<file path="src/rtl/assert_macros.svh">
// ----------------------------------------------------------------------------
// assert_macros.svh
// shared assertion shorthands, sampled on clk_i and disabled while rst_ni is low
// ----------------------------------------------------------------------------
`ifndef ASSERT_MACROS_SVH
`define ASSERT_MACROS_SVH

// same-cycle implication
`define BOTS_ASSERT_IMP(label, ante, cons, msg) \
  label: assert property (@(posedge clk_i) disable iff (!rst_ni) (ante) |-> (cons)) \
    else $error(msg);

// next-cycle implication
`define BOTS_ASSERT_NXT(label, ante, cons, msg) \
  label: assert property (@(posedge clk_i) disable iff (!rst_ni) (ante) |=> (cons)) \
    else $error(msg);

`endif

</file>
<file path="src/rtl/bots_pkg.sv">
// ----------------------------------------------------------------------------
// bots_pkg
// shared constants, codes and controller/datapath types for the tile selector
// ----------------------------------------------------------------------------
package bots_pkg;

  // default sizing
  localparam int MAX_TILES_DEF  = 64;
  localparam int COORD_BITS_DEF = 30;

  // fixed field widths
  localparam int SLOT_W   = 6;
  localparam int COUNT_W  = 7;
  localparam int STATUS_W = 2;

  // result status codes
  typedef enum logic [STATUS_W-1:0] {
    STATUS_OK       = 2'd0,
    STATUS_NULL_BOX = 2'd1,
    STATUS_NO_TILE  = 2'd2
  } status_e;

  // request type codes
  typedef enum logic {
    REQ_LOAD  = 1'b0,
    REQ_QUERY = 1'b1
  } req_e;

  // controller to datapath commands
  typedef struct packed {
    logic load_wr;
    logic query_start;
    logic issue;
    logic out_load;
  } dp_cmd_t;

  // datapath to controller status
  typedef struct packed {
    logic scan_end;
    logic pipe_busy;
  } dp_status_t;

endpackage

</file>
<file path="src/rtl/bots_ctrl.sv">
// ----------------------------------------------------------------------------
// bots_ctrl
// request sequencer: takes loads and queries, drives the tile scan, owns
// the result valid flag
// ----------------------------------------------------------------------------
module bots_ctrl (
  input  logic                 clk_i,
  input  logic                 rst_ni,
  input  logic                 in_valid_i,
  input  logic                 in_req_type_i,
  output logic                 in_ready_o,
  input  logic                 out_ready_i,
  output logic                 out_valid_o,
  input  bots_pkg::dp_status_t status_i,
  output bots_pkg::dp_cmd_t    cmd_o
);

  typedef enum logic {
    ST_IDLE,
    ST_SCAN
  } state_e;

  state_e state_q, state_d;
  logic   out_valid_q, out_valid_d;
  logic   in_accept;
  logic   is_query;
  logic   out_free;
  logic   finish;

  // handshake qualifiers
  assign in_accept = (state_q == ST_IDLE) && in_valid_i;
  assign is_query  = (in_req_type_i == bots_pkg::REQ_QUERY);
  assign out_free  = !out_valid_q || out_ready_i;
  assign finish    = (state_q == ST_SCAN) && status_i.scan_end && !status_i.pipe_busy
                     && out_free;

  // commands to the datapath
  always_comb begin
    cmd_o.load_wr     = in_accept && !is_query;
    cmd_o.query_start = in_accept && is_query;
    cmd_o.issue       = (state_q == ST_SCAN) && !status_i.scan_end;
    cmd_o.out_load    = finish;
  end

  // next state and result flag
  always_comb begin
    state_d     = state_q;
    out_valid_d = out_valid_q;
    if (out_valid_q && out_ready_i) begin
      out_valid_d = 1'b0;
    end
    case (state_q)
      ST_IDLE: begin
        if (in_accept && is_query) begin
          state_d = ST_SCAN;
        end
      end
      ST_SCAN: begin
        if (finish) begin
          state_d     = ST_IDLE;
          out_valid_d = 1'b1;
        end
      end
      default: begin
        state_d = ST_IDLE;
      end
    endcase
  end

  // state and registered outputs
  always_ff @(posedge clk_i or negedge rst_ni) begin
    if (!rst_ni) begin
      state_q     <= ST_IDLE;
      out_valid_q <= 1'b0;
    end else begin
      state_q     <= state_d;
      out_valid_q <= out_valid_d;
    end
  end

  assign in_ready_o  = (state_q == ST_IDLE);
  assign out_valid_o = out_valid_q;

endmodule

</file>
<file path="config.mk">
export PLATFORM = sky130hd
export DESIGN_NAME = bots_ctrl
export DESIGN_NICKNAME = d
export VERILOG_FILES = /design/src/rtl/assert_macros.svh /design/src/rtl/bots_pkg.sv /design/src/rtl/bots_ctrl.sv
export SDC_FILE = /design/constraint.sdc
export NUM_CORES = 1
export LEC_CHECK = 0
export BUFFER_PORTS_ARGS = -buffer_cell sky130_fd_sc_hd__buf_2
export CAP_MARGIN = 20
export CORE_AREA = 2 2 39 41
export DETAILED_ROUTE_END_ITERATION = 10
export DIE_AREA = 0 0 41 43
export PLACE_DENSITY = 0.3
export SYNTH_ARGS = -nofsm -noshare
export SYNTH_HDL_FRONTEND = slang
export SYNTH_SLANG_ARGS = --single-unit
</file>
<file path="constraint.sdc">
create_clock -name clk_i -period 1.2 [get_ports clk_i]
set_input_delay 0.06 -clock clk_i [delete_from_list [all_inputs] [get_ports clk_i]]
set_output_delay 0.06 -clock clk_i [all_outputs]
set_load 0.005 [all_outputs]
</file>
==> impl_metrics.env, run 1 <==
export IMPL_status="completed"
export IMPL_end_kind="primary output"
export IMPL_die_area_um2=1760
export IMPL_arrival_ps=1080
export IMPL_placedInstanceArea_um2=201
export IMPL_crit_type="flop to primary output"
export IMPL_muxShareOfSynthArea_pct=0
export IMPL_clockBufferDepth=2
export IMPL_htree_levels=1
export IMPL_vias_per_cell=3.22
export IMPL_rows=14
export IMPL_ys_types=11
export IMPL_wl_per_cell_um=7.22
export IMPL_syn_avg_cell_area_um2=9.21
export IMPL_worstPathMaxFanout=4
export IMPL_clock_sinks=2
export IMPL_crit_slowest_cell="dfrtp_1"
export IMPL_vdd_drop_max_mv=0.400
export IMPL_synth_compound_area_share_pct=3.88
export IMPL_dr_pass1_iters=2
export IMPL_synth_simple_area_share_pct=48.5
export IMPL_syn_to_final_growth_pct=81.6
export IMPL_crit_buf_inv=2
export IMPL_io_pins=13
export IMPL_crit_path_max_incr_delay_ps=370
export IMPL_first_iter_violations=2
export IMPL_gp_congestion=0.634
export IMPL_coreArea_um2=1380
export IMPL_grt_pass1_wl_um=524
export IMPL_drv_slew=0
export IMPL_period_share_pct=95.3
export IMPL_synthTopCellsByArea="dfrtp_1 39%, nand2b_1 15%, and3_4 8.7%"
export IMPL_max_freq_mhz=874
export IMPL_start_kind="flop"
export IMPL_port_buffers=12
export IMPL_drc_errors=0
export IMPL_detail_route_antenna_nets=0
export IMPL_synth_top_family_by_area="simple AND/OR/NAND/NOR gates"
export IMPL_finalHoldViolCount=0
export IMPL_wirelength_um=325
export IMPL_die_x_um=41
export IMPL_initial_core_util_pct=9.31
export IMPL_p_total_w=0.000320
export IMPL_synthXorXnorAreaFrac_pct=0
export IMPL_period_minus_slack_ps=1140
export IMPL_grt_usage_pct=5.42
export IMPL_yosysWarningCount=0
export IMPL_grt_start_max_net_pins=5
export IMPL_n_antenna_cell=0
export IMPL_nets=38
export IMPL_fin_setup_tns_ps=0
export IMPL_antenna_found_initial=0
export IMPL_clock_latency_ps=220
export IMPL_worst_slew_pin_slew_ps=248
export IMPL_overflow=0
export IMPL_cts_reportedPaths_clkPinSlew_ps=30
export IMPL_synth_nets=21
export IMPL_ctsResizeCount=0
export IMPL_whs_ps=161
export IMPL_synth_top_cell_by_area="dfrtp_1"
export IMPL_drive_gt1_share_pct=65.5
export IMPL_path_cells="inv_2 -> or2_4 -> nor2_2 -> buf_2"
export IMPL_ys_seq_area_share_pct=38.8
export IMPL_synthCells=14
export IMPL_grt_setup_unrepaired="no"
export IMPL_die_h_um=43
export IMPL_clock_tree_root_cell="clkbuf_4"
export IMPL_cts_buffers=3
export IMPL_finClkSkew_ps=0.295
export IMPL_fillers=158
export IMPL_min_path_type="input port to flop"
export IMPL_synth_area_um2=129
export IMPL_r2r_slack_ps=330
export IMPL_power_leakage_nw=0.128
export IMPL_synth_seq_cells=2
export IMPL_powerDensity_nw_per_um2=1370
export IMPL_grt_pass1_vias=137
export IMPL_num_vias=145
export IMPL_relSlewSlack_pct=83.4
export IMPL_drv_cap=0
export IMPL_synthAdderAreaFrac_pct=0
export IMPL_required_ps=1140
export IMPL_cp_top_family="flip-flops"
export IMPL_cts_tree="built"
export IMPL_yosysTopAreaCellShare_pct=38.8
export IMPL_final_setup_viol_count=0
export IMPL_dp_hpwl_um=278
export IMPL_fin_area_um2=234
## worst min-delay path: stages
cell	delay, ps
buf_2	80
nor2b_1	60
nand2b_1	140
## metal layers
| layer | routed length [um] | vias up | global-route usage (%) |
|---|---|---|---|
| li1 | - | 74 | - |
| met1 | 154 | 56 | 4.81 |
| met2 | 91 | 15 | 5.63 |
| met3 | 80 | 0 | 9.42 |
| met4 | 0 | 0 | 2.00 |
| met5 | 0 | - | 0 |
## cell usage after synthesis
cell type / instances
nand2b_1: 3
dfrtp_1: 2
and3_4: 1
buf_4: 1
inv_2: 1
nor2_1: 1
nor2_2: 1
nor2b_1: 1
nor3b_1: 1
o21ai_0: 1
or2_4: 1
## sequential cells by signal, summed over array words and instances, names as in the netlist
register     cells
out_valid_o      1
state_q          1
## cell usage in the layout, fill, tap and decap left out
cell	instances
dfrtp_1	2
nand2b_1	3
or2_4	1
nor2_1	1
buf_2	12
and3_4	1
inv_2	1
nor3b_1	1
nor2_2	1
o21ai_0	1
nor2b_1	1
dlygate4sd3_1	1
clkbuf_4	3
## layout make-up
| class | instances | area (um2) | area share [%] |
|---|---|---|---|
| repair buffers | 13 | 70.1 | 29.9 |
| inverters | 1 | 3.75 | 1.60 |
| flip-flops and latches | 2 | 50.0 | 21.4 |
| clock buffers | 3 | 22.5 | 9.63 |
| multi-input cells | 10 | 67.6 | 28.9 |
| well taps | 16 | 20.0 | 8.56 |
## final timing paths
| check | start | to | depth (start not counted) |
|---|---|---|---|
| worst max-delay path | state_q | cmd_o[0] | 4 |
| worst min-delay path | out_ready_i | out_valid_o | 3 |
| worst max register to register | out_valid_o | state_q | 3 |
| worst min register to register | state_q | state_q | 2 |
| max in group asynchronous | rst_ni | state_q | 2 |
| min in group asynchronous | rst_ni | out_valid_o | 2 |
## cells by family (layout without fill, tap and decap cells)
family          count (synthesis)  in the layout
buf+inv                         2             17
flops                           2              2
simple gates                    9              9
compound gates                  1              1
## metrics by stage
| stage | cells | utilization, % | setup WS (ps) |
|---|---|---|---|
| after CTS | 45 | 16.9 | 42.9 |
| after global placement | 41 | 14.6 | 304 |
| after global routing | 45 | 16.9 | 5.44 |
| after detailed placement | 41 | 14.6 | 281 |
| final | 45 | 16.9 | 56.2 |
| after floorplan | 14 | - | 325 |
## what timing repair did
action	4_1_cts	5_1_grt
hold buffers	1	0
hold endpoints to repair	2	0
buffers inserted	0	0
## power by group
| group | leakage, nW | switching [W] | internal, W | total [W] |
|---|---|---|---|---|
| Clock | 0.0138 | 0.0000342 | 0.000110 | 0.000144 |
| Combinational | 0.0888 | 0.0000379 | 0.0000476 | 0.0000855 |
| Sequential | 0.0252 | 0.00000952 | 0.0000813 | 0.0000908 |
| Total | 0.128 | 0.0000816 | 0.000239 | 0.000320 |
No activity file was read; power rests on OpenSTA's default activity.
==> inputs of run 2 (changes only) <==
--- a/config.mk
+++ b/config.mk
@@ -10,2 +10,3 @@
 export CORE_AREA = 2 2 39 41
+export CTS_BUF_LIST = sky130_fd_sc_hd__clkbuf_4
 export DETAILED_ROUTE_END_ITERATION = 10
==> constraint.sdc (replaced) <==
create_clock -name clk_i -period 1.2 [get_ports clk_i]
set_input_delay 0.12 -clock clk_i [delete_from_list [all_inputs] [get_ports clk_i]]
set_output_delay 0.12 -clock clk_i [all_outputs]
set_load 0.005 [all_outputs]
==> impl_metrics.env, run 2 (synthesized netlist as in run 1, its figures left out) <==
export IMPL_status="completed"
export IMPL_clock_sinks=2
export IMPL_dpl_cell_count=41
export IMPL_coreArea_um2=1380
export IMPL_grt_usage_pct=5.62
export IMPL_port_buffers=12
export IMPL_clockBufferDepth=2
export IMPL_die_area_um2=1760
export IMPL_io_pins=13
export IMPL_grt_pass1_vias=144
export IMPL_num_vias=158
export IMPL_grtUsageMet1_pct=6.09
export IMPL_fillers=159
export IMPL_detail_route_antenna_nets=0
export IMPL_drv_slew=0
export IMPL_drv_cap=0
export IMPL_cts_tree="built"
export IMPL_finClkSkew_ps=0.721
export IMPL_antenna_found_initial=0
export IMPL_rr_worst_depth=3
export IMPL_nets=41
export IMPL_grt_met3_usage_pct=9.42
export IMPL_hold_depth=3
export IMPL_grt_start_max_net_pins=5
export IMPL_syn_to_final_growth_pct=103
export IMPL_end_kind="primary output"
export IMPL_drive_gt1_share_pct=71.9
export IMPL_powerDensity_nw_per_um2=1380
export IMPL_grt_pass1_wl_um=545
export IMPL_clock_tree_root_cell="clkbuf_4"
export IMPL_max_freq_mhz=862
export IMPL_die_x_um=41
export IMPL_final_cell_mix="12 x buf_2, 3 x nand2b_1, 3 x clkbuf_4, 3 x buf_4, 2 x dfrtp_1"
export IMPL_power_leakage_nw=0.144
export IMPL_vdd_drop_max_mv=0.468
export IMPL_dr_pass1_iters=1
export IMPL_worst_slew_pin_slew_ps=233
export IMPL_min_path_type="input port to flop"
export IMPL_stdcell_count=48
export IMPL_wirelength_um=377
export IMPL_grt_setup_unrepaired="yes"
export IMPL_n_antenna_cell=0
export IMPL_overflow=0
export IMPL_clock_latency_ps=220
export IMPL_drc_errors=0
export IMPL_rows=14
export IMPL_cts_buffers=3
export IMPL_final_common_cell="buf_2"
export IMPL_relSlewSlack_pct=84.5
export IMPL_vias_per_cell=3.29
export IMPL_cts_reportedPaths_clkPinSlew_ps=30
export IMPL_multiInputGateArea_um2=72.6
export IMPL_fin_setup_tns_ps=0
export IMPL_worstPathMaxFanout=4
export IMPL_start_kind="flop"
export IMPL_initial_core_util_pct=9.31
export IMPL_period_minus_slack_ps=1160
export IMPL_grt_util_met2_pct=5.00
export IMPL_first_iter_violations=0
export IMPL_period_share_pct=96.7
export IMPL_required_ps=1080
export IMPL_grt_most_used_layer="met3"
export IMPL_dp_hpwl_um=267
export IMPL_crit_type="flop to primary output"
export IMPL_wl_per_cell_um=7.85
export IMPL_final_setup_viol_count=0
export IMPL_arrival_ps=1040
export IMPL_die_h_um=43
export IMPL_seq_area_um2=50.0
export IMPL_finalHoldViolCount=0
export IMPL_htree_levels=1
export IMPL_gp_congestion=0.635
==> run 2: changes by cell type in the layout (fill, tap and decap cells not counted) <==
cell,delta
buf_4,+3
nor3b_2,+1
nor3b_1,-1
==> run 2: final cells by class <==
cell class,instances,area share (%)
multi-input combinational,10,27.8
inverter,1,1.44
clock buffer,3,8.61
sequential,2,19.1
timing repair buffer,16,35.4
tap,16,7.66
==> run 2: path summary, 6_finish.rpt <==
path | start | to | slack (ps)
max | state_q | cmd_o[0] | 40
min | out_ready_i | out_valid_o | 210
max reg2reg | out_valid_o | state_q | 330
min reg2reg | state_q | state_q | 650
max in group asynchronous | rst_ni | state_q | 890
min in group asynchronous | rst_ni | out_valid_o | 220
==> run 2: power by group <==
group	internal, W	switching (W)	leakage [nW]
Sequential	0.0000813	0.00000819	0.0252
Clock	0.000110	0.0000354	0.0138
Combinational	0.0000772	0.0000491	0.105
Total	0.000268	0.0000927	0.144
==> run 2: metrics by stage <==
stage	total power [W]	hold slack, ps	utilization, %	instance area, um2	setup WS, ps
after floorplan	0.000137	-176	-	129	265
after global placement	0.000175	-88.8	14.6	201	241
after detailed placement	0.000176	-86.5	14.6	201	223
after CTS	0.000345	208	17.5	241	12.9
after global routing	0.000401	210	18.9	262	-19.4
final	0.000361	213	18.9	262	39.7
==> run 2: per-layer routing <==
metal  part of all wire (%)  routed length [um]  vias to the layer above
li1                       -                   -                       79
met1                     41                 154                       63
met2                     36                 135                       16
met3                     23                  87                        0
met4                      0                   0                        0
met5                      0                   0                        -
==> run 2: critical path, stage by stage (launching register included) <==
cell and delay [ps]:
dfrtp_1 360, inv_2 60, or2_4 230, nor2_2 70, buf_2 110
==> run 2: timing repair <==
| action | CTS | global route |
|---|---|---|
| setup endpoints to repair | 1 | 2 |
| buffers inserted | 1 | 2 |
| hold endpoints to repair | 2 | 0 |
| pin swaps | 0 | 1 |
| resized for setup | 0 | 1 |
| hold buffers | 1 | 0 |
==> inputs of run 3 (changes only) <==
- PLACE_DENSITY: 0.3 -> 0.37
==> impl_metrics.env, run 3 (synthesized netlist as in run 1, its figures left out) <==
export IMPL_dr_pass1_iters=4
export IMPL_dpl_cell_count=41
export IMPL_final_common_cell="buf_2"
export IMPL_vdd_drop_max_mv=0.475
export IMPL_final_setup_viol_count=0
export IMPL_end_kind="primary output"
export IMPL_gp_congestion=0.598
export IMPL_status="completed"
export IMPL_grt_usage_pct=5.32
export IMPL_p_total_w=0.000373
export IMPL_wl_per_cell_um=7.67
export IMPL_powerDensity_nw_per_um2=1390
export IMPL_die_area_um2=1760
export IMPL_die_h_um=43
export IMPL_clockBufferDepth=2
export IMPL_wirelength_um=368
export IMPL_grt_setup_unrepaired="yes"
export IMPL_worstPathMaxFanout=3
export IMPL_finClkSkew_ps=0.263
export IMPL_fillers=158
export IMPL_htree_levels=1
export IMPL_grt_most_used_layer="met3"
export IMPL_max_freq_mhz=836
export IMPL_grt_met3_usage_pct=6.28
export IMPL_power_leakage_nw=0.144
export IMPL_first_iter_violations=4
export IMPL_rows=14
export IMPL_clock_sinks=2
export IMPL_drv_slew=0
export IMPL_arrival_ps=1080
export IMPL_num_vias=154
export IMPL_stdcell_count=48
export IMPL_grtUsageMet1_pct=5.47
export IMPL_clock_latency_ps=220
export IMPL_drive_gt1_share_pct=75.0
export IMPL_nets=41
export IMPL_detail_route_antenna_nets=0
export IMPL_period_minus_slack_ps=1200
export IMPL_overflow=0
export IMPL_cts_buffers=3
export IMPL_io_pins=13
export IMPL_dp_slack_ps=209
export IMPL_vias_per_cell=3.21
export IMPL_drc_errors=0
export IMPL_dp_hpwl_um=250
export IMPL_initial_core_util_pct=9.31
export IMPL_cts_reportedPaths_clkPinSlew_ps=30
export IMPL_grt_pass1_wl_um=524
export IMPL_grt_util_met2_pct=4.69
export IMPL_start_kind="flop"
export IMPL_min_path_type="input port to flop"
export IMPL_cts_tree="built"
export IMPL_coreArea_um2=1380
export IMPL_grt_pass1_vias=124
export IMPL_clock_tree_root_cell="clkbuf_4"
export IMPL_period_share_pct=99.7
export IMPL_worst_slew_pin_slew_ps=235
export IMPL_setup_ws_ps=3.60
export IMPL_whs_ps=213
export IMPL_port_buffers=12
export IMPL_relSlewSlack_pct=84.3
export IMPL_required_ps=1080
export IMPL_final_cell_mix="12 x buf_2, 3 x nand2b_1, 3 x clkbuf_4"
export IMPL_finalHoldViolCount=0
export IMPL_antenna_found_initial=0
export IMPL_drv_cap=0
export IMPL_n_antenna_cell=0
export IMPL_crit_type="flop to primary output"
export IMPL_die_x_um=41
export IMPL_syn_to_final_growth_pct=108
export IMPL_grt_start_max_net_pins=4
-- run 3: changes by cell type in the layout (fill, tap and decap cells not counted) --
cell,previous run,this run
nor2_1,1,0
buf_4,3,2
nor2_2,1,2
buf_6,0,1
-- run 3: through the flow --
stage	area [um2]	util [%]	TNS, ps
finish	268	19.3	0
global route	268	19.3	-80.0
CTS	249	18.0	0
detailed placement	201	14.6	0
global placement	201	14.6	0
floorplan	129	-	0
-- run 3: worst paths after layout --
path                                  start     endpoint  slack [ps]  depth (start not counted)
worst max-delay path                state_q     cmd_o[0]           4                          4
worst min-delay path            out_ready_i  out_valid_o         210                          3
worst max register to register  out_valid_o      state_q         340                          3
worst min register to register      state_q      state_q         660                          3
max in group asynchronous            rst_ni      state_q         890                          2
min in group asynchronous            rst_ni  out_valid_o         220                          2
-- run 3: critical path, stage by stage (launching register included) --
cell and delay, ps:
dfrtp_1 360, inv_2 50, or2_4 230, nor2_2 100, buf_2 110
-- run 3: cell type report --
type / instances / area [um2] / share of cell area, %
well taps: 16 / 20.0 / 7.48
multi-input cells: 10 / 75.1 / 28.0
clock buffers: 3 / 22.5 / 8.41
inverters: 1 / 3.75 / 1.40
flip-flops and latches: 2 / 50.0 / 18.7
repair buffers: 16 / 96.3 / 36.0
-- run 3: per-layer routing --
layer	wire length [um]	share of wire [%]	vias up
met5	0	0	-
li1	-	-	80
met3	68	18	0
met4	0	0	0
met1	185	50	61
met2	114	31	13
-- run 3: where the power goes --
part           internal [W]  switching, W   total, W
Sequential        0.0000812    0.00000862  0.0000899
Combinational     0.0000835     0.0000524   0.000136
Clock              0.000110     0.0000371   0.000147
Total              0.000275     0.0000982   0.000373
-- run 3: repair_timing --
item,CTS,global route
setup endpoints to repair,1,2
endpoints found under the hold margin,2,0
setup buffers,2,1
cloned,0,0
hold buffers,1,0
resized for setup,0,3
pin swaps,0,3
